==> src/est_pkg.sv <==
package est_pkg;

  localparam int SLOT_COUNT = 64;
  localparam int SLOT_AW    = (SLOT_COUNT > 1) ? $clog2(SLOT_COUNT) : 1;
  localparam int SLOT_CW    = $clog2(SLOT_COUNT + 1);
  localparam int SLOT_IDX_W = 6;
  localparam int ID_W       = 8;

  typedef enum logic [2:0] {
    CMD_REGISTER   = 3'd0,
    CMD_UNREGISTER = 3'd1,
    CMD_PURGE      = 3'd2,
    CMD_WATCH      = 3'd3,
    CMD_UNWATCH    = 3'd4,
    CMD_TRIGGER    = 3'd5,
    CMD_HANDLE     = 3'd6
  } cmd_t;

  typedef enum logic [1:0] {
    ST_OK    = 2'd0,
    ST_FULL  = 2'd1,
    ST_RANGE = 2'd2
  } status_t;

  typedef enum logic {
    S_IDLE,
    S_SCAN
  } state_t;

  typedef struct packed {
    logic [2:0]      cmd;
    logic [ID_W-1:0] evt_tag;
    logic [7:0]      slot_number;
    logic            auto_enable;
    logic            disable_after_run;
    logic [7:0]      purge_count;
  } in_t;

  typedef struct packed {
    logic [1:0]            status;
    logic [SLOT_IDX_W-1:0] slot_index;
    logic                  fired;
    logic                  last;
  } out_t;

  typedef struct packed {
    logic [ID_W-1:0] id;
    logic            en;
    logic            trig;
    logic            dar;
  } entry_t;

  typedef struct packed {
    logic load;
    logic direct;
    logic run;
  } ctl_t;

  typedef struct packed {
    logic scan_last;
  } stat_t;

endpackage

==> src/event_slot_table_top.sv <==
// Channel   Ports                        Transaction
// ------    ---------------------------  -----------------------------------
// in        start, busy, in_data         start high and busy low at the edge
// out       out_strobe, out_data         one cycle per result, no back pressure
//
// Unregister and the unused code need no scan; the result shows the next cycle.
// Register ends its scan at the first free slot, else scans all and reports full.
// Purge, watch, unwatch, trigger and handle make one pass of the
// slot RAM read port, one slot per cycle, then give a final result.
// Handle emits at most one result per cycle, holding each fired slot until
// the next is found. Reset marks every slot unused at once through the used
// flags. Results cannot be stalled.
module event_slot_table_top (
  input  logic          clk,
  input  logic          rst_n,
  input  logic          start,
  output logic          busy,
  input  est_pkg::in_t  in_data,
  output logic          out_strobe,
  output est_pkg::out_t out_data
);
  import est_pkg::*;

  ctl_t  ctl;
  stat_t stat;

  est_ctrl u_ctrl (
    .clk   (clk),
    .rst_n (rst_n),
    .start (start),
    .cmd   (in_data.cmd),
    .stat  (stat),
    .busy  (busy),
    .ctl   (ctl)
  );

  est_datapath u_datapath (
    .clk        (clk),
    .rst_n      (rst_n),
    .in_data    (in_data),
    .ctl        (ctl),
    .stat       (stat),
    .out_strobe (out_strobe),
    .out_data   (out_data)
  );

  a_last_needs_run: assert property (@(posedge clk) disable iff (!rst_n)
    stat.scan_last |-> ctl.run)
    else $error("scan end outside a scan");

  a_direct_result: assert property (@(posedge clk) disable iff (!rst_n)
    (start && !busy && in_data.cmd == CMD_UNREGISTER) |=> (out_strobe && out_data.last))
    else $error("unregister result missing");

  a_busy_fall_last: assert property (@(posedge clk) disable iff (!rst_n)
    $fell(busy) |-> (out_strobe && out_data.last))
    else $error("scan ended without final result");

  a_notlast_fired: assert property (@(posedge clk) disable iff (!rst_n)
    (out_strobe && !out_data.last) |-> out_data.fired)
    else $error("non-final result that is not a fired slot");

endmodule

==> src/est_ctrl.sv <==
module est_ctrl (
  input  logic           clk,
  input  logic           rst_n,
  input  logic           start,
  input  logic [2:0]     cmd,
  input  est_pkg::stat_t stat,
  output logic           busy,
  output est_pkg::ctl_t  ctl
);
  import est_pkg::*;

  state_t state_r, state_nxt;
  logic   scan_cmd;

  always_ff @(posedge clk) begin
    if (!rst_n) begin
      state_r <= S_IDLE;
    end else begin
      state_r <= state_nxt;
    end
  end

  always_comb begin
    case (cmd_t'(cmd))
      CMD_REGISTER, CMD_PURGE, CMD_WATCH, CMD_UNWATCH,
      CMD_TRIGGER, CMD_HANDLE: scan_cmd = 1'b1;
      default:                 scan_cmd = 1'b0;
    endcase
  end

  always_comb begin
    state_nxt  = state_r;
    ctl.load   = 1'b0;
    ctl.direct = 1'b0;
    ctl.run    = 1'b0;
    busy       = 1'b1;
    case (state_r)
      S_IDLE: begin
        busy = 1'b0;
        if (start) begin
          ctl.load   = 1'b1;
          ctl.direct = !scan_cmd;
          if (scan_cmd) begin
            state_nxt = S_SCAN;
          end
        end
      end
      S_SCAN: begin
        ctl.run = 1'b1;
        if (stat.scan_last) begin
          state_nxt = S_IDLE;
        end
      end
      default: begin
        state_nxt = S_IDLE;
      end
    endcase
  end

endmodule

==> src/est_datapath.sv <==
module est_datapath (
  input  logic          clk,
  input  logic          rst_n,
  input  est_pkg::in_t  in_data,
  input  est_pkg::ctl_t ctl,
  output est_pkg::stat_t stat,
  output logic          out_strobe,
  output est_pkg::out_t out_data
);
  import est_pkg::*;

  entry_t                mem [SLOT_COUNT];
  in_t                   item_r;
  logic [SLOT_COUNT-1:0] used_r, used_nxt;
  logic [SLOT_CW-1:0]    iss_cnt_r;
  logic [SLOT_AW-1:0]    ev_idx_r;
  logic                  ev_vld_r;
  logic                  fin_r;
  entry_t                rd_data_r;
  logic [8:0]            cnt_r, cnt_nxt;
  logic                  pend_vld_r, pend_vld_nxt;
  logic [SLOT_AW-1:0]    pend_idx_r, pend_idx_nxt;
  logic                  out_vld_r, out_vld_nxt;
  out_t                  out_r, out_nxt;

  logic   issue, eval_act, ev_used, ev_match, ev_last, fire;
  logic   we;
  entry_t wdata;

  assign issue    = ctl.run && (iss_cnt_r < SLOT_CW'(SLOT_COUNT));
  assign eval_act = ctl.run && ev_vld_r;
  assign ev_used  = used_r[ev_idx_r];
  assign ev_match = ev_used && (rd_data_r.id == item_r.evt_tag);
  assign ev_last  = (ev_idx_r == SLOT_AW'(SLOT_COUNT - 1));
  assign fire     = ev_used && rd_data_r.en && rd_data_r.trig;

  always_ff @(posedge clk) begin
    if (we) begin
      mem[ev_idx_r] <= wdata;
    end
    if (issue) begin
      rd_data_r <= mem[iss_cnt_r[SLOT_AW-1:0]];
    end
  end

  always_comb begin
    used_nxt     = used_r;
    cnt_nxt      = cnt_r;
    pend_vld_nxt = pend_vld_r;
    pend_idx_nxt = pend_idx_r;
    we           = 1'b0;
    wdata        = rd_data_r;
    out_vld_nxt  = 1'b0;
    out_nxt      = '{status: ST_OK, slot_index: '0, fired: 1'b0, last: 1'b1};
    stat.scan_last = 1'b0;

    if (ctl.direct) begin
      out_vld_nxt = 1'b1;
      if (cmd_t'(in_data.cmd) == CMD_UNREGISTER) begin
        if ({1'b0, in_data.slot_number} >= 9'(SLOT_COUNT)) begin
          out_nxt.status = ST_RANGE;
        end else begin
          used_nxt[in_data.slot_number[SLOT_AW-1:0]] = 1'b0;
        end
      end
    end

    if (ctl.load) begin
      cnt_nxt      = '0;
      pend_vld_nxt = 1'b0;
    end

    if (eval_act) begin
      case (cmd_t'(item_r.cmd))
        CMD_REGISTER: begin
          if (!ev_used) begin
            we       = 1'b1;
            wdata    = '{id: item_r.evt_tag, en: item_r.auto_enable, trig: 1'b0,
                         dar: item_r.disable_after_run};
            used_nxt[ev_idx_r] = 1'b1;
            out_vld_nxt        = 1'b1;
            out_nxt.slot_index = SLOT_IDX_W'(ev_idx_r);
            stat.scan_last     = 1'b1;
          end
        end
        CMD_PURGE: begin
          if (ev_match && (cnt_r <= {1'b0, item_r.purge_count})) begin
            used_nxt[ev_idx_r] = 1'b0;
            cnt_nxt            = cnt_r + 9'd1;
          end
        end
        CMD_WATCH: begin
          if (ev_match) begin
            we       = 1'b1;
            wdata.en = 1'b1;
          end
        end
        CMD_UNWATCH: begin
          if (ev_match) begin
            we       = 1'b1;
            wdata.en = 1'b0;
          end
        end
        CMD_TRIGGER: begin
          if (ev_match && rd_data_r.en) begin
            we         = 1'b1;
            wdata.trig = 1'b1;
          end
        end
        CMD_HANDLE: begin
          if (fire) begin
            we         = 1'b1;
            wdata.trig = 1'b0;
            wdata.en   = rd_data_r.en && !rd_data_r.dar;
            if (pend_vld_r) begin
              out_vld_nxt        = 1'b1;
              out_nxt.slot_index = SLOT_IDX_W'(pend_idx_r);
              out_nxt.fired      = 1'b1;
              out_nxt.last       = 1'b0;
            end
            pend_vld_nxt = 1'b1;
            pend_idx_nxt = ev_idx_r;
          end
        end
        default: begin
        end
      endcase
    end

    if (ctl.run && fin_r) begin
      out_vld_nxt    = 1'b1;
      stat.scan_last = 1'b1;
      case (cmd_t'(item_r.cmd))
        CMD_REGISTER: begin
          out_nxt.status = ST_FULL;
        end
        CMD_HANDLE: begin
          if (pend_vld_r) begin
            out_nxt.slot_index = SLOT_IDX_W'(pend_idx_r);
            out_nxt.fired      = 1'b1;
          end
        end
        default: begin
        end
      endcase
    end
  end

  always_ff @(posedge clk) begin
    if (!rst_n) begin
      used_r     <= '0;
      ev_vld_r   <= 1'b0;
      fin_r      <= 1'b0;
      pend_vld_r <= 1'b0;
      out_vld_r  <= 1'b0;
      iss_cnt_r  <= '0;
    end else begin
      used_r     <= used_nxt;
      pend_vld_r <= pend_vld_nxt;
      out_vld_r  <= out_vld_nxt;
      if (ctl.load) begin
        iss_cnt_r <= '0;
        ev_vld_r  <= 1'b0;
        fin_r     <= 1'b0;
      end else begin
        ev_vld_r <= issue;
        fin_r    <= eval_act && ev_last;
        if (issue) begin
          iss_cnt_r <= iss_cnt_r + SLOT_CW'(1);
        end
      end
    end
  end

  always_ff @(posedge clk) begin
    cnt_r      <= cnt_nxt;
    pend_idx_r <= pend_idx_nxt;
    out_r      <= out_nxt;
    if (ctl.load) begin
      item_r <= in_data;
    end
    if (issue) begin
      ev_idx_r <= iss_cnt_r[SLOT_AW-1:0];
    end
  end

  assign out_strobe = out_vld_r;
  assign out_data   = out_r;

endmodule
==> config.mk <==
export PLATFORM = sky130hd
export DESIGN_NAME = event_slot_table_top
export DESIGN_NICKNAME = d
export VERILOG_FILES = /design/src/est_pkg.sv /design/src/event_slot_table_top.sv /design/src/est_ctrl.sv /design/src/est_datapath.sv
export SDC_FILE = /design/constraint.sdc
export NUM_CORES = 1
export LEC_CHECK = 0
export BUFFER_PORTS_ARGS = -buffer_cell sky130_fd_sc_hd__buf_4
export CAP_MARGIN = 20
export CORE_UTILIZATION = 57
export DETAILED_ROUTE_END_ITERATION = 12
export PLACE_DENSITY = 0.76
export SETUP_SLACK_MARGIN = 0.02
export SYNTH_ARGS = -nofsm -noshare
export SYNTH_HDL_FRONTEND = slang
export SYNTH_SLANG_ARGS = --single-unit
==> constraint.sdc <==
create_clock -name clk -period 5.34 [get_ports clk]
set_input_delay 0.534 -clock clk [delete_from_list [all_inputs] [get_ports clk]]
set_output_delay 0.534 -clock clk [all_outputs]
set_load 0.01 [all_outputs]
After elaboration in Yosys (flattened, before gate mapping)
Memories as Yosys holds them, arrays and structs flattened. A register that Yosys moved wholly into a read port is not among the register bits.
Index checks and enable logic that the tools add are counted.
Word-level totals
  register bits: 128
  bits in latches: 0
  memory bits (writable): 704
  bits in read-only memories: 0
  input bits: 32
  output and inout port bits: 12
  logic and storage cells: 139
  memories: 1
Memories
  u_datapath.mem: words 64, bits a word 11, read ports 1, clocked after Yosys merged registers in 1, write ports 1, line est_datapath.sv:12  | entry_t mem [SLOT_COUNT];
Cells by class
  $add $sub $neg: 2
  $mul: 0
  div/mod/pow operators: 0
  magnitude comparators: 7
  eq/ne operators: 13
  shifts and indexed selects: 0
  mux-type cells: 70
  bitwise operators: 7
  reductions and logical operators: 20
Operators by type and width (number)
  2-to-1 mux 64 bit: 6
  AND 64 bit: 2
  NOT 64 bit: 2
  case mux 64 bit (2 select lines): 1
  bitwise OR 64 bit: 1
  2-to-1 mux 9 bit: 5
  2-to-1 mux 1 bit: 32
  2-to-1 mux 8 bit: 4
  2-to-1 mux 11 bit: 2
  == test 3 bit (second input constant): 6
  2-to-1 mux 2 bit: 8
  < comparator 6 x 7 -> 1 bit (second input constant): 2
  2-to-1 mux 7 bit: 2
  demux 1 bit (select 6 bit): 2
  == test 3 x 2 -> 1 bit (second input constant): 4
  >= comparator 6 x 1 -> 1 bit (second input constant): 2
  logical AND 1 bit: 12
  case mux 6 bit (2 select lines): 1
  adder 9 x 1 -> 9 bit (second input constant): 1
  <= comparator 9 x 8 -> 1 bit: 1
  == test 8 bit: 1
  >= comparator 8 x 7 -> 1 bit (second input constant): 1
  case mux 1 bit (4 select lines): 2
  adder 7 x 1 -> 7 bit (second input constant): 1
  other kinds (13): 18

Depth between registers and ports, before layout
Gate-level depths: netlist (run 1).
  depth after elaboration: 13
  depth in mapped cells: 13

Modules after synthesis
A second synthesis (run 1) with hierarchy kept.
Unflattened totals
  cell total of the unflattened synthesis: 1910
  area, all modules: 34518.1 sq um
Modules (own cells, without submodules)
  est_datapath: times used 1, cells each 1901, area each 34433.0 sq um, seq. area each 24343.3 sq um
  est_ctrl: times used 1, cells each 9, area each 85.1 sq um, seq. area each 20.0 sq um

Worst setup path after synthesis (run 1)
Ideal clock, no wire load.
  path type: register to register
  start point: reg u_datapath.ev_idx_r[0]
  end point: mem u_datapath.mem[0][2] in the netlist's numbering (data pin)
  library setup time: 702 ps
  data arrival time: 4696 ps
  required time: 4638 ps
  setup slack: -57 ps
  stages on the path, launching flop included: 11
  path buffers: 2
  clock period less this slack: 5397 ps
  path through: edfxtp_1 -> buf_4 -> buf_2 -> nor2b_1 -> a221oi_1 -> o21ai_0 -> a221oi_2 -> and4bb_2 -> a21oi_1 -> a311o_1 -> o21ai_0
RTL lines
  start, declared: line est_datapath.sv:16  | logic [SLOT_AW-1:0] ev_idx_r;
  start signal, assigned: line est_datapath.sv:183  | ev_idx_r <= iss_cnt_r[SLOT_AW-1:0];
  end, declared: line est_datapath.sv:12

Final worst setup path (run 1)
  start point: reg u_datapath.ev_idx_r[0]
  end point: mem u_datapath.mem[61][7] in the netlist's numbering, enable pin
On the way
  cells in the longest elaborated chain, start to end: 9
  elaborated cells between the ends (all ways): 14
  classes of those cells: 10 x mux; 4 x reduce/logical
RTL lines
  binary-select mux 1 bit (select 6 bit): line est_datapath.sv:32  | assign ev_used = used_r[ev_idx_r];
  2-to-1 mux 1 bit (not written as such): line est_datapath.sv:32
  logical AND 1 bit, on equally long branches: line est_datapath.sv:35, est_datapath.sv:33
  logical AND 1 bit, on equally long branches: line est_datapath.sv:35, est_datapath.sv:105
  2-to-1 mux 1 bit, on equally long branches: line est_datapath.sv:111, est_datapath.sv:105
  case mux 1 bit (4 select lines): line est_datapath.sv:74  | case (cmd_t'(item_r.cmd))
  2-to-1 mux 1 bit: line est_datapath.sv:73  | if (eval_act) begin
  2-to-1 mux 1 bit: line est_datapath.sv:38  | if (we) begin
  2-to-1 mux 1 bit (not written as such): line est_datapath.sv:39  | mem[ev_idx_r] <= wdata;
Several ways; a longest one is shown, not always the timed one. The select of a mux whose other input is x is not followed.

==> summary.txt, run 1 <==
Drt
  – # DRC: 0
  – Avg WL per Cell: 31.18 µm
  – Vias/cell: between 6 and 7
  – Final wirelength: 86710 µm
  – Starting DRT DRC Count: 2745
  – Via count: 18930
  – 1st-pass router iterations: 8
  – Antenna-violating nets left: 0

Clock tree
  – Clk buf depth: 3
  – Reg clk slew, reported paths: 0.06 ns
  – H-tree levels: 3
  – Post-cts sizing count: 0
  – CTS Buf Count: 84
  – CTS Hold Bufs: 0
  – CTS Root Cell: clkbuf_16
  – Post CTS Setup Buffer Count: 0
  – Worst-skew pair later-pin latency: 0.64 ns
  – Clk sinks: 843
  – CTS tree: built

Timing
  – Slew Limit Fails: 0
  – WHS: approximately 0.078 ns
  – Setup violators final: 0
  – Rel. slew slack: 0.2446
  – Fraction of the cycle the final worst path needs: 0.8573
  – Least-Margin Pin Slew: 1.133 ns
  – Unrepaired setup endpoints after global routing: false
  – Setup TNS: 0 ns
  – Fin. Hold Viols: 0
  – Setup WS post-layout: 0.7622 ns
  – Achievable clock frequency: 0.2184 GHz
  – Setup Skew: 0.04357 ns
  – Final Critical Period: 4.578 ns

Setup path
  – Setup crit end kind: register
  – CP Launch Type: register
  – Critical Path AT: 4.84 ns
  – Setup Crit Path Kind: register to register
  – Worst-path fanout max: 49
  – Most frequent CP cell: buf_12
  – WP buf/inv: 2
  – Slowest stage delay, CP: 0.91 ns
  – Data required, critical path: 5.60 ns
  – CP cell instances: mux4_2, mux2_2, a221oi_2, nand4bb_1, nor2_1, a221oi_4, buf_12, buf_12, nor3_2
  – Critical path's top delay family: simple AND/OR/NAND/NOR gates
  – Worst path slowest cell: edfxtp_1

Synthesis
  – Biggest area consumer among synthesized cells: edfxtp_1
  – Mapped Cells: 1861
  – Cell variety after synth: 61
  – Post-synthesis sequential area ratio: 0.7153
  – Mapped cell area: roughly 34000 µm²
  – Main synth FF type: edfxtp_1
  – Synth top area share: 0.6595
  – Seq cells post-synth: 843
  – Syn nets: 1903
  – Syn_area_per_cell: 18.30 µm²
  – YS warnings: 0
  – Synth area leaders: edfxtp_1 (66%), mux4_2 (16%), dfxtp_1 (5.6%)
  – Post-synth EDFFs: about 750
  – Async SR Flop Fraction: 0

Global route
  – Initial antenna violation count: 1
  – Number of global-route vias before repair: 18550
  – Gr ovfl total: 0
  – First-pass GRT wire length: between 100000 and 150000 µm
  – Total GRT Usage: 0.2929
  – Largest net degree at the start of global routing: a little under 80

Finish
  – Most frequent cells in the layout: edfxtp_1 (748), mux4_2 (236), nand2_1 (107), buf_4 (106), dfxtp_1 (91)
  – Most common cell after layout, fill and taps aside: edfxtp_1
  – Layout cells sized above 1: 0.2699
  – Area growth, synth to finish: 13.11%
  – Final #Nets: a little under 2000
  – Ant. Diodes: 0
  – Finished Cell Area: between 30000 and 40000 µm²
  – Post-Route Utilization: 0.6527

Floorplan
  – Die area: 60740 µm²
  – Chip width: 246.4 µm
  – Die Span Y: 246.4 µm
  – Boundary Pins: between 40 and 50
  – Core Region: 59020 µm²
  – # rows: 89
  – Starting Density: 0.5771

Pwr
  – Power per cell area: 359.5 nW/µm²
  – P_leak: around 12 nW
  – Peak VDD IR: approximately 0.35 mV

Place
  – Detailed placement HPWL: 54120 µm
  – Port Buffer Count: 43
  – Pre-CTS WS: 0.7037 ns
  – Placed Area: 35680 µm²
  – Routability-driven placement congestion ratio: approximately 0.99

Flow run
  – Max-cap violations: 0

Status
  – Status: completed

Hold path
  – Hold Path Class: input pin to register
## cell usage after synthesis, drive strengths merged (33+ instances only)
library cell	number
edfxtp	748
mux4	236
nand2	108
dfxtp	95
clkbuf	87
nor2	85
nor3	73
o22ai	53
o211ai	52
buf	41
nand3	33
o21ai	33
## power breakdown
part	total, mW	switching, mW	internal [mW]	leakage, nW
Combinational	0.593	0.380	0.213	2.82
Sequential	7.24	0.0338	7.21	7.50
Clock	6.02	2.47	3.54	1.36
Total	13.9	2.89	11.0	11.7
## stage by stage
step                      total power, mW  cells
after global routing                14.18   2781
after global placement              7.953   2616
after detailed placement            7.966   2625
final                               13.85   2781
after floorplan                     7.725   1861
after CTS                           13.91   2780
## registers in the layout (all words and copies together), names as in the netlist, 6 cells and up
register	flops
u_datapath.item_r	21
u_datapath.used_r	64
u_datapath.ev_idx_r	6
u_datapath.cnt_r	9
u_datapath.pend_idx_r	6
u_datapath.rd_data_r	11
u_datapath.out_data	10
u_datapath.mem	704
u_datapath.iss_cnt_r	7
## worst paths after layout
path                     startpoint  slack (ns)  depth (start not counted)                     to
max          u_datapath.ev_idx_r[0]        0.76                          9  u_datapath.mem[61][7]
min                     in_data[19]        0.08                          1  u_datapath.item_r[19]
max reg2reg  u_datapath.ev_idx_r[0]        0.76                          9  u_datapath.mem[61][7]
min reg2reg     u_datapath.cnt_r[8]        0.49                          2    u_datapath.cnt_r[8]
## kinds of logic (layout without fill, tap and decap cells)
kind of cell / after synthesis / after routing / share of synthesized area
AO/OA/AOI/OAI: 205 / 205 / 0.04129
flip-flops: 843 / 843 / 0.7153
XOR/XNOR: 14 / 14 / 0.003600
multiplexers: 261 / 261 / 0.1638
adder cells (fa/ha/maj): 10 / 10 / 0.003673
buffers and inverters: 142 / 289 / 0.01752
AND/OR/NAND/NOR: 386 / 386 / 0.05477
## final cells by class
| cell class | count | area, µm² |
|---|---|---|
| Timing Repair Buffer | 120 | 1023 |
| Sequential cell | 843 | 24380 |
| Clock buffer | 107 | 2262 |
| Fill cell | 3827 | 20490 |
| Tap cell | 773 | 967.2 |
| Multi-Input combinational cell | 876 | 9293 |
| Inverter | 14 | 52.55 |
| Clock inverter | 48 | 550.5 |
## per-layer routing
layer	part of all wire	track usage	vias to the layer above
li1	-	-	7787
met1	0.40	0.4246	9721
met2	0.45	0.4318	1246
met3	0.11	0.07397	174
met4	0.037	0.1098	0
met5	0	0.001634	-
Power figures use the tool's default switching activity.
==> run 2: changes to the inputs <==
--- a/config.mk
+++ b/config.mk
@@ -8,4 +8,5 @@
 export BUFFER_PORTS_ARGS = -buffer_cell sky130_fd_sc_hd__buf_4
 export CAP_MARGIN = 20
+export CORE_ASPECT_RATIO = 0.8
 export CORE_UTILIZATION = 57
 export DETAILED_ROUTE_END_ITERATION = 12
==> constraint.sdc (replaced) <==
create_clock -name clk -period 5.34 [get_ports clk]
set_input_delay 0.267 -clock clk [delete_from_list [all_inputs] [get_ports clk]]
set_output_delay 0.267 -clock clk [all_outputs]
set_load 0.01 [all_outputs]
==> run 2 against run 1 <==
Net effect:
- critical path depth is 2 higher
- hold slack improved by 0.11 ns
- core utilization rose by 0.42 points
- register-to-register slack about the same
- clock power is 8.0% lower
- total power decreased by 3.3%
- largest cell class unchanged
==> summary.txt, run 2 (synthesis gave the netlist of run 1 again) <==
Drt
  – Avg WL per Cell: 31.61 µm (+1.4%)
  – Antenna-violating nets left: 0 (unchanged)
  – Via count: 19260 (+1.7%)
  – # DRC: 0 (unchanged)
  – Final wirelength: 88430 µm (+2.0%)
  – Vias/cell: 6.882 (+1.1%)
  – Starting DRT DRC Count: 3138 (+14%)
  – 1st-pass router iterations: 7 (-1)

Flow run
  – Max-cap violations: 0 (unchanged)

Setup path
  – CP Launch Type: register
  – CP cell instances: buf_4, nand3b_1, a211oi_1, o21ai_0, and4_1, and4bb_2, nor3_1, a221oi_4, buf_4, nor3_1, buf_4
  – Reg-to-Reg End: u_datapath.mem[38][9]
  – Worst-path fanout max: 26 (-47%)
  – R2R depth: 11 (+2)
  – R2R Setup Slk: 0.76 ns (about the same)
  – Slowest stage delay, CP: 0.93 ns (+0.02 ns)
  – Worst path slowest cell: edfxtp_1
  – Data required, critical path: 5.68 ns (+0.08 ns)
  – Setup crit end kind: register
  – Critical Path AT: 4.93 ns (+0.09 ns)
  – Most frequent CP cell: buf_4
  – Setup Crit Path Kind: register to register
  – Launching point of the worst reg2reg path: u_datapath.ev_idx_r[0]

Finish
  – Final #Nets: 2007 (+1.3%)
  – Layout cells sized above 1: 0.2697 (about the same)
  – Area growth, synth to finish: 13.06% (about the same)
  – Top flop regs: u_datapath.mem x704, u_datapath.used_r x64, u_datapath.item_r x21
  – Most common cell after layout, fill and taps aside: edfxtp_1
  – Most frequent cells in the layout: edfxtp_1 (748), mux4_2 (236), buf_4 (112), nand2_1 (107), dfxtp_1 (91)
  – Largest reg by FF count: u_datapath.mem
  – Max reg flops: 704 (unchanged)

Floorplan
  – Chip width: 275.3 µm (+12%)
  – Core Region: 58620 µm² (-0.68%)
  – Starting Density: 0.5811 (+0.003979)
  – Boundary Pins: 44 (unchanged)
  – Die Span Y: 220.6 µm (-10%)
  – Die area: 60740 µm² (about the same)
  – # rows: 79 (-11%)

Timing
  – Setup violators final: 0 (unchanged)
  – WHS: 0.1903 ns (+0.1128 ns)
  – Achievable clock frequency: 0.2181 GHz (-0.15%)
  – Setup TNS: 0 ns (unchanged)
  – Rel. slew slack: 0.1584 (-0.08619)
  – Least-Margin Pin Slew: 1.260 ns (+0.1266 ns)
  – Fin. Hold Viols: 0 (unchanged)
  – Final Critical Period: 4.585 ns (+0.006720 ns)
  – Slew Limit Fails: 0 (unchanged)
  – Setup Skew: 0.02123 ns (-0.02235 ns)
  – Unrepaired setup endpoints after global routing: false
  – Fraction of the cycle the final worst path needs: 0.8585 (+0.001258)

Clock tree
  – Worst-skew pair later-pin latency: 0.64 ns (about the same)
  – CTS Root Cell: clkbuf_16
  – Clk sinks: 843 (unchanged)
  – H-tree levels: 3 (unchanged)
  – Clk buf depth: 3 (unchanged)
  – CTS tree: built
  – Post-cts sizing count: 0 (unchanged)
  – CTS Hold Bufs: 23 (+23)
  – CTS Buf Count: 77 (-8.3%)
  – Reg clk slew, reported paths: 0.06 ns (about the same)
  – Post CTS Setup Buffer Count: 0 (unchanged)

Pwr
  – Peak VDD IR: 0.3035 mV (-13%)
  – Power per cell area: 347.9 nW/µm² (-3.2%)
  – P_leak: 11.69 nW (+0.12%)

Global route
  – Number of global-route vias before repair: 18130 (-2.3%)
  – Initial antenna violation count: 3 (+2)
  – Gr ovfl total: 0 (unchanged)
  – Total GRT Usage: 0.3003 (+0.007345)
  – First-pass GRT wire length: 128300 µm (+0.88%)
  – Largest net degree at the start of global routing: 84 (+7.7%)

Hold path
  – Hold Startpoint: rst_n
  – Worst Hold Path Cells: 3 (+2)
  – Hold Path Class: input pin to register
  – Hold Path Sink: u_datapath.fin_r

Place
  – Detailed placement HPWL: 55640 µm (+2.8%)
  – Routability-driven placement congestion ratio: 1.000 (+0.65%)
  – Port Buffer Count: 43 (unchanged)

Status
  – Status: completed
## run 2: routing by layer
metal | vias up | global-route usage | share of wire
met4 | 2 | 0.08490 | 0.026
li1 | 7841 | - | -
met2 | 1411 | 0.4332 | 0.44
met1 | 9831 | 0.4603 | 0.40
met5 | - | 0 | 0.00012
met3 | 172 | 0.07249 | 0.13
## run 2: how the worst max path moves through the flow
stage                                 from                endpoint  depth (start not counted)
floorplan           u_datapath.ev_idx_r[0]    u_datapath.mem[0][2]                         10
global placement    u_datapath.ev_idx_r[0]  u_datapath.mem[38][10]                         10
detailed placement  u_datapath.ev_idx_r[0]   u_datapath.mem[26][4]                         10
CTS                 u_datapath.ev_idx_r[0]  u_datapath.mem[38][10]                         11
global route        u_datapath.ev_idx_r[0]   u_datapath.mem[38][1]                         11
finish              u_datapath.ev_idx_r[0]   u_datapath.mem[38][9]                         11
## run 2: final cells by class
type,count,area [µm²]
clock buffer,91,2042
antenna,1,2.502
tap,769,962.2
inverter,14,52.55
timing repair buffer,153,1285
sequential,843,24380
clock inverter,51,475.5
multi-input combinational,876,9313
fill,3790,20110
## run 2: power by group
group	leakage [nW]	total, mW	switching (mW)	internal [mW]
Clock	1.24	5.54	2.40	3.13
Sequential	7.50	7.25	0.0418	7.21
Combinational	2.96	0.612	0.389	0.224
Total	11.7	13.4	2.83	10.6
## run 2: worst max-delay path, delay by kind of cell, from the launching register on
family                 cells  cell delay, ns
AND/OR/NAND/NOR            5            1.96
buffers and inverters      3            0.89
AO/OA/AOI/OAI              3            0.49
flip-flops                 1            0.93
## run 2: metrics by stage
stage	utilization	power, mW	instance area [µm²]	setup slack, ns	instances
2_1_floorplan	-	7.725	34060	1.038	1861
3_3_place_gp	0.6072	7.968	35590	0.6933	2611
3_5_place_dp	0.6090	7.981	35700	0.8095	2627
4_1_cts	0.6559	13.43	38440	0.8084	2792
5_1_grt	0.6569	13.70	38510	0.5264	2797
6_report	0.6570	13.40	38510	0.7554	2798
==> run 3: changes to the inputs <==
- CORE_MARGIN: not set -> 5
==> run 3 against run 2 <==
Net effect:
- total power is 1.1% higher
- clock skew increased by 0.00077 ns
- final cell count rose by 0.54%
- global-route usage is 2.3 points lower
- flip-flop and latch count is the same
- sequential power hardly changed
- setup slack improved by 0.16 ns
- clock power rose by 3%
- clock-buffer cell count grew 3
- core utilization down 0.81 points
- register-to-register slack better by 0.16 ns
- critical endpoint is now u_datapath.mem[23][6]
- highest routed layer unchanged
==> summary.txt, run 3 (synthesis gave the netlist of run 1 again) <==
Timing
  – Slew Limit Fails: 0 (unchanged)
  – Final Critical Period: 4.429 ns (-0.1560 ns)
  – Least-Margin Pin Slew: 1.157 ns (-0.1028 ns)
  – Setup Skew: 0.02199 ns (+0.0007681 ns)
  – Achievable clock frequency: 0.2258 GHz (+3.5%)
  – Rel. slew slack: 0.2271 (+0.06870)
  – Setup TNS: 0 ns (unchanged)
  – Setup violators final: 0 (unchanged)
  – Fin. Hold Viols: 0 (unchanged)
  – Unrepaired setup endpoints after global routing: false
  – Fraction of the cycle the final worst path needs: 0.8293 (-0.02922)

Floorplan
  – Chip width: 283.3 µm (+2.9%)
  – Core Region: 59460 µm² (+1.4%)
  – Die area: 64770 µm² (+6.6%)
  – # rows: 80 (+1.3%)
  – Boundary Pins: 44 (unchanged)
  – Starting Density: 0.5729 (-0.008230)
  – Die Span Y: 228.6 µm (+3.6%)

Global route
  – Gr ovfl total: 0 (unchanged)
  – First-pass GRT wire length: 132100 µm (+3.0%)
  – Initial antenna violation count: 4 (+1)
  – Total GRT Usage: 0.2777 (-0.02264)
  – Number of global-route vias before repair: 18540 (+2.3%)
  – Largest net degree at the start of global routing: 72 (-14%)

Clock tree
  – Post-cts sizing count: 0 (unchanged)
  – CTS Root Cell: clkbuf_16
  – Reg clk slew, reported paths: 0.07 ns (about the same)
  – CTS Buf Count: 78 (+1.3%)
  – Worst-skew pair later-pin latency: 0.64 ns (about the same)
  – CTS tree: built
  – Clk buf depth: 3 (unchanged)
  – Clk sinks: 843 (unchanged)
  – H-tree levels: 3 (unchanged)

Flow run
  – Max-cap violations: 0 (unchanged)

Setup path
  – R2R depth: 8 (-3)
  – CP cell instances: mux4_2, mux2_2, a221oi_2, nand4bb_1, nor2_1, a221oi_4, buf_4, nor3_2
  – Worst-path fanout max: 26 (unchanged)
  – Crit. Startpoint: u_datapath.ev_idx_r[0]
  – Launching point of the worst reg2reg path: u_datapath.ev_idx_r[0]
  – Data required, critical path: 5.58 ns (-0.10 ns)
  – CP Launch Type: register
  – Slowest stage delay, CP: 0.95 ns (+0.02 ns)
  – R2R Setup Slk: 0.91 ns (+0.16 ns)
  – Setup Crit Path Kind: register to register
  – Setup crit end kind: register
  – Worst path slowest cell: edfxtp_1
  – Critical Path AT: 4.67 ns (-0.26 ns)
  – Reg-to-Reg End: u_datapath.mem[23][6]
  – CP endpoint: u_datapath.mem[23][6]

Pwr
  – P_leak: 11.72 nW (+0.29%)
  – Total Power: 13.55 mW (+1.1%)
  – Peak VDD IR: 0.2932 mV (-3.4%)
  – Power per cell area: 351.2 nW/µm² (+0.94%)

Place
  – Port Buffer Count: 43 (unchanged)
  – Placed Area: 35690 µm² (about the same)
  – Routability-driven placement congestion ratio: 1.008 (+0.79%)
  – Detailed placement HPWL: 56260 µm (+1.1%)

Hold path
  – Hold Path Class: input pin to register

Finish
  – Max reg flops: 704 (unchanged)
  – Top flop regs: u_datapath.mem x704, u_datapath.used_r x64, u_datapath.item_r x21
  – Most common cell after layout, fill and taps aside: edfxtp_1
  – Layout cells sized above 1: 0.2700 (+0.0003204)
  – Largest reg by FF count: u_datapath.mem
  – Post-Route Utilization: 0.6489 (-0.008062)
  – Finished Cell Area: 38580 µm² (+0.19%)
  – Most frequent cells in the layout: edfxtp_1 (748), mux4_2 (236), buf_4 (117), nand2_1 (107), dfxtp_1 (91)
  – Final #Nets: 2013 (+0.30%)
  – Area growth, synth to finish: 13.28%

Drt
  – Vias/cell: 6.939 (+0.83%)
  – # DRC: 0 (unchanged)
  – Starting DRT DRC Count: 3261 (+3.9%)
  – Via count: 19520 (+1.4%)
  – Antenna-violating nets left: 0 (unchanged)
  – Final wirelength: 89790 µm (+1.5%)
  – 1st-pass router iterations: 6 (-1)
  – Avg WL per Cell: 31.92 µm (+0.99%)

Status
  – Status: completed
run 3: what timing repair did:
item	in CTS	in global routing
hold buffers	23	0
setup buffers	0	0
hold endpoints to repair	22	0
setup endpoints to repair	0	0
run 3: per-stage QoR:
step                cells  hold WS, ns  setup slack [ns]
floorplan            1861       0.3659             1.038
global placement     2626       0.4451            0.6836
detailed placement   2641       0.4464            0.7222
CTS                  2806       0.1772            0.7006
global route         2812       0.1983            0.5955
finish               2813       0.2052            0.9115
run 3: metal layers:
layer | GRT usage | up-vias | wire [µm]
li1 | - | 7844 | -
met1 | 0.4212 | 9880 | 34700
met2 | 0.4076 | 1556 | 40070
met3 | 0.07697 | 236 | 12210
met4 | 0.07145 | 4 | 2778
met5 | 0 | - | 27
run 3: power breakdown:
group | switching, mW | internal [mW]
Combinational | 0.403 | 0.228
Clock | 2.42 | 3.26
Sequential | 0.0336 | 7.21
run 3: worst min path at each step:
stage,start,endpoint,cells after the start
final,rst_n,u_datapath.fin_r,3
after CTS,rst_n,u_datapath.fin_r,3
after global placement,in_data[4],u_datapath.item_r[4],1
after global routing,rst_n,u_datapath.fin_r,3
after detailed placement,in_data[5],u_datapath.item_r[5],1
after floorplan,in_data[0],u_datapath.item_r[0],0
run 3: layout make-up:
cell class                 instances  area, µm²
clock buffer                      94       2064
timing repair buffer             158       1296
fill                            3892      20880
antenna                            1      2.502
multi-input combinational        876       9293
sequential                       843      24380
clock inverter                    48      523.0
tap                              779      974.7
inverter                          14      52.55
run 3: critical path, delay by kind of cell (launching register included):
| kind | cells | cell delay (ns) |
|---|---|---|
| AND/OR/NAND/NOR | 3 | 1.52 |
| flip-flops | 1 | 0.95 |
| multiplexers | 2 | 0.89 |
| AO/OA/AOI/OAI | 2 | 0.36 |
| buffers and inverters | 1 | 0.28 |
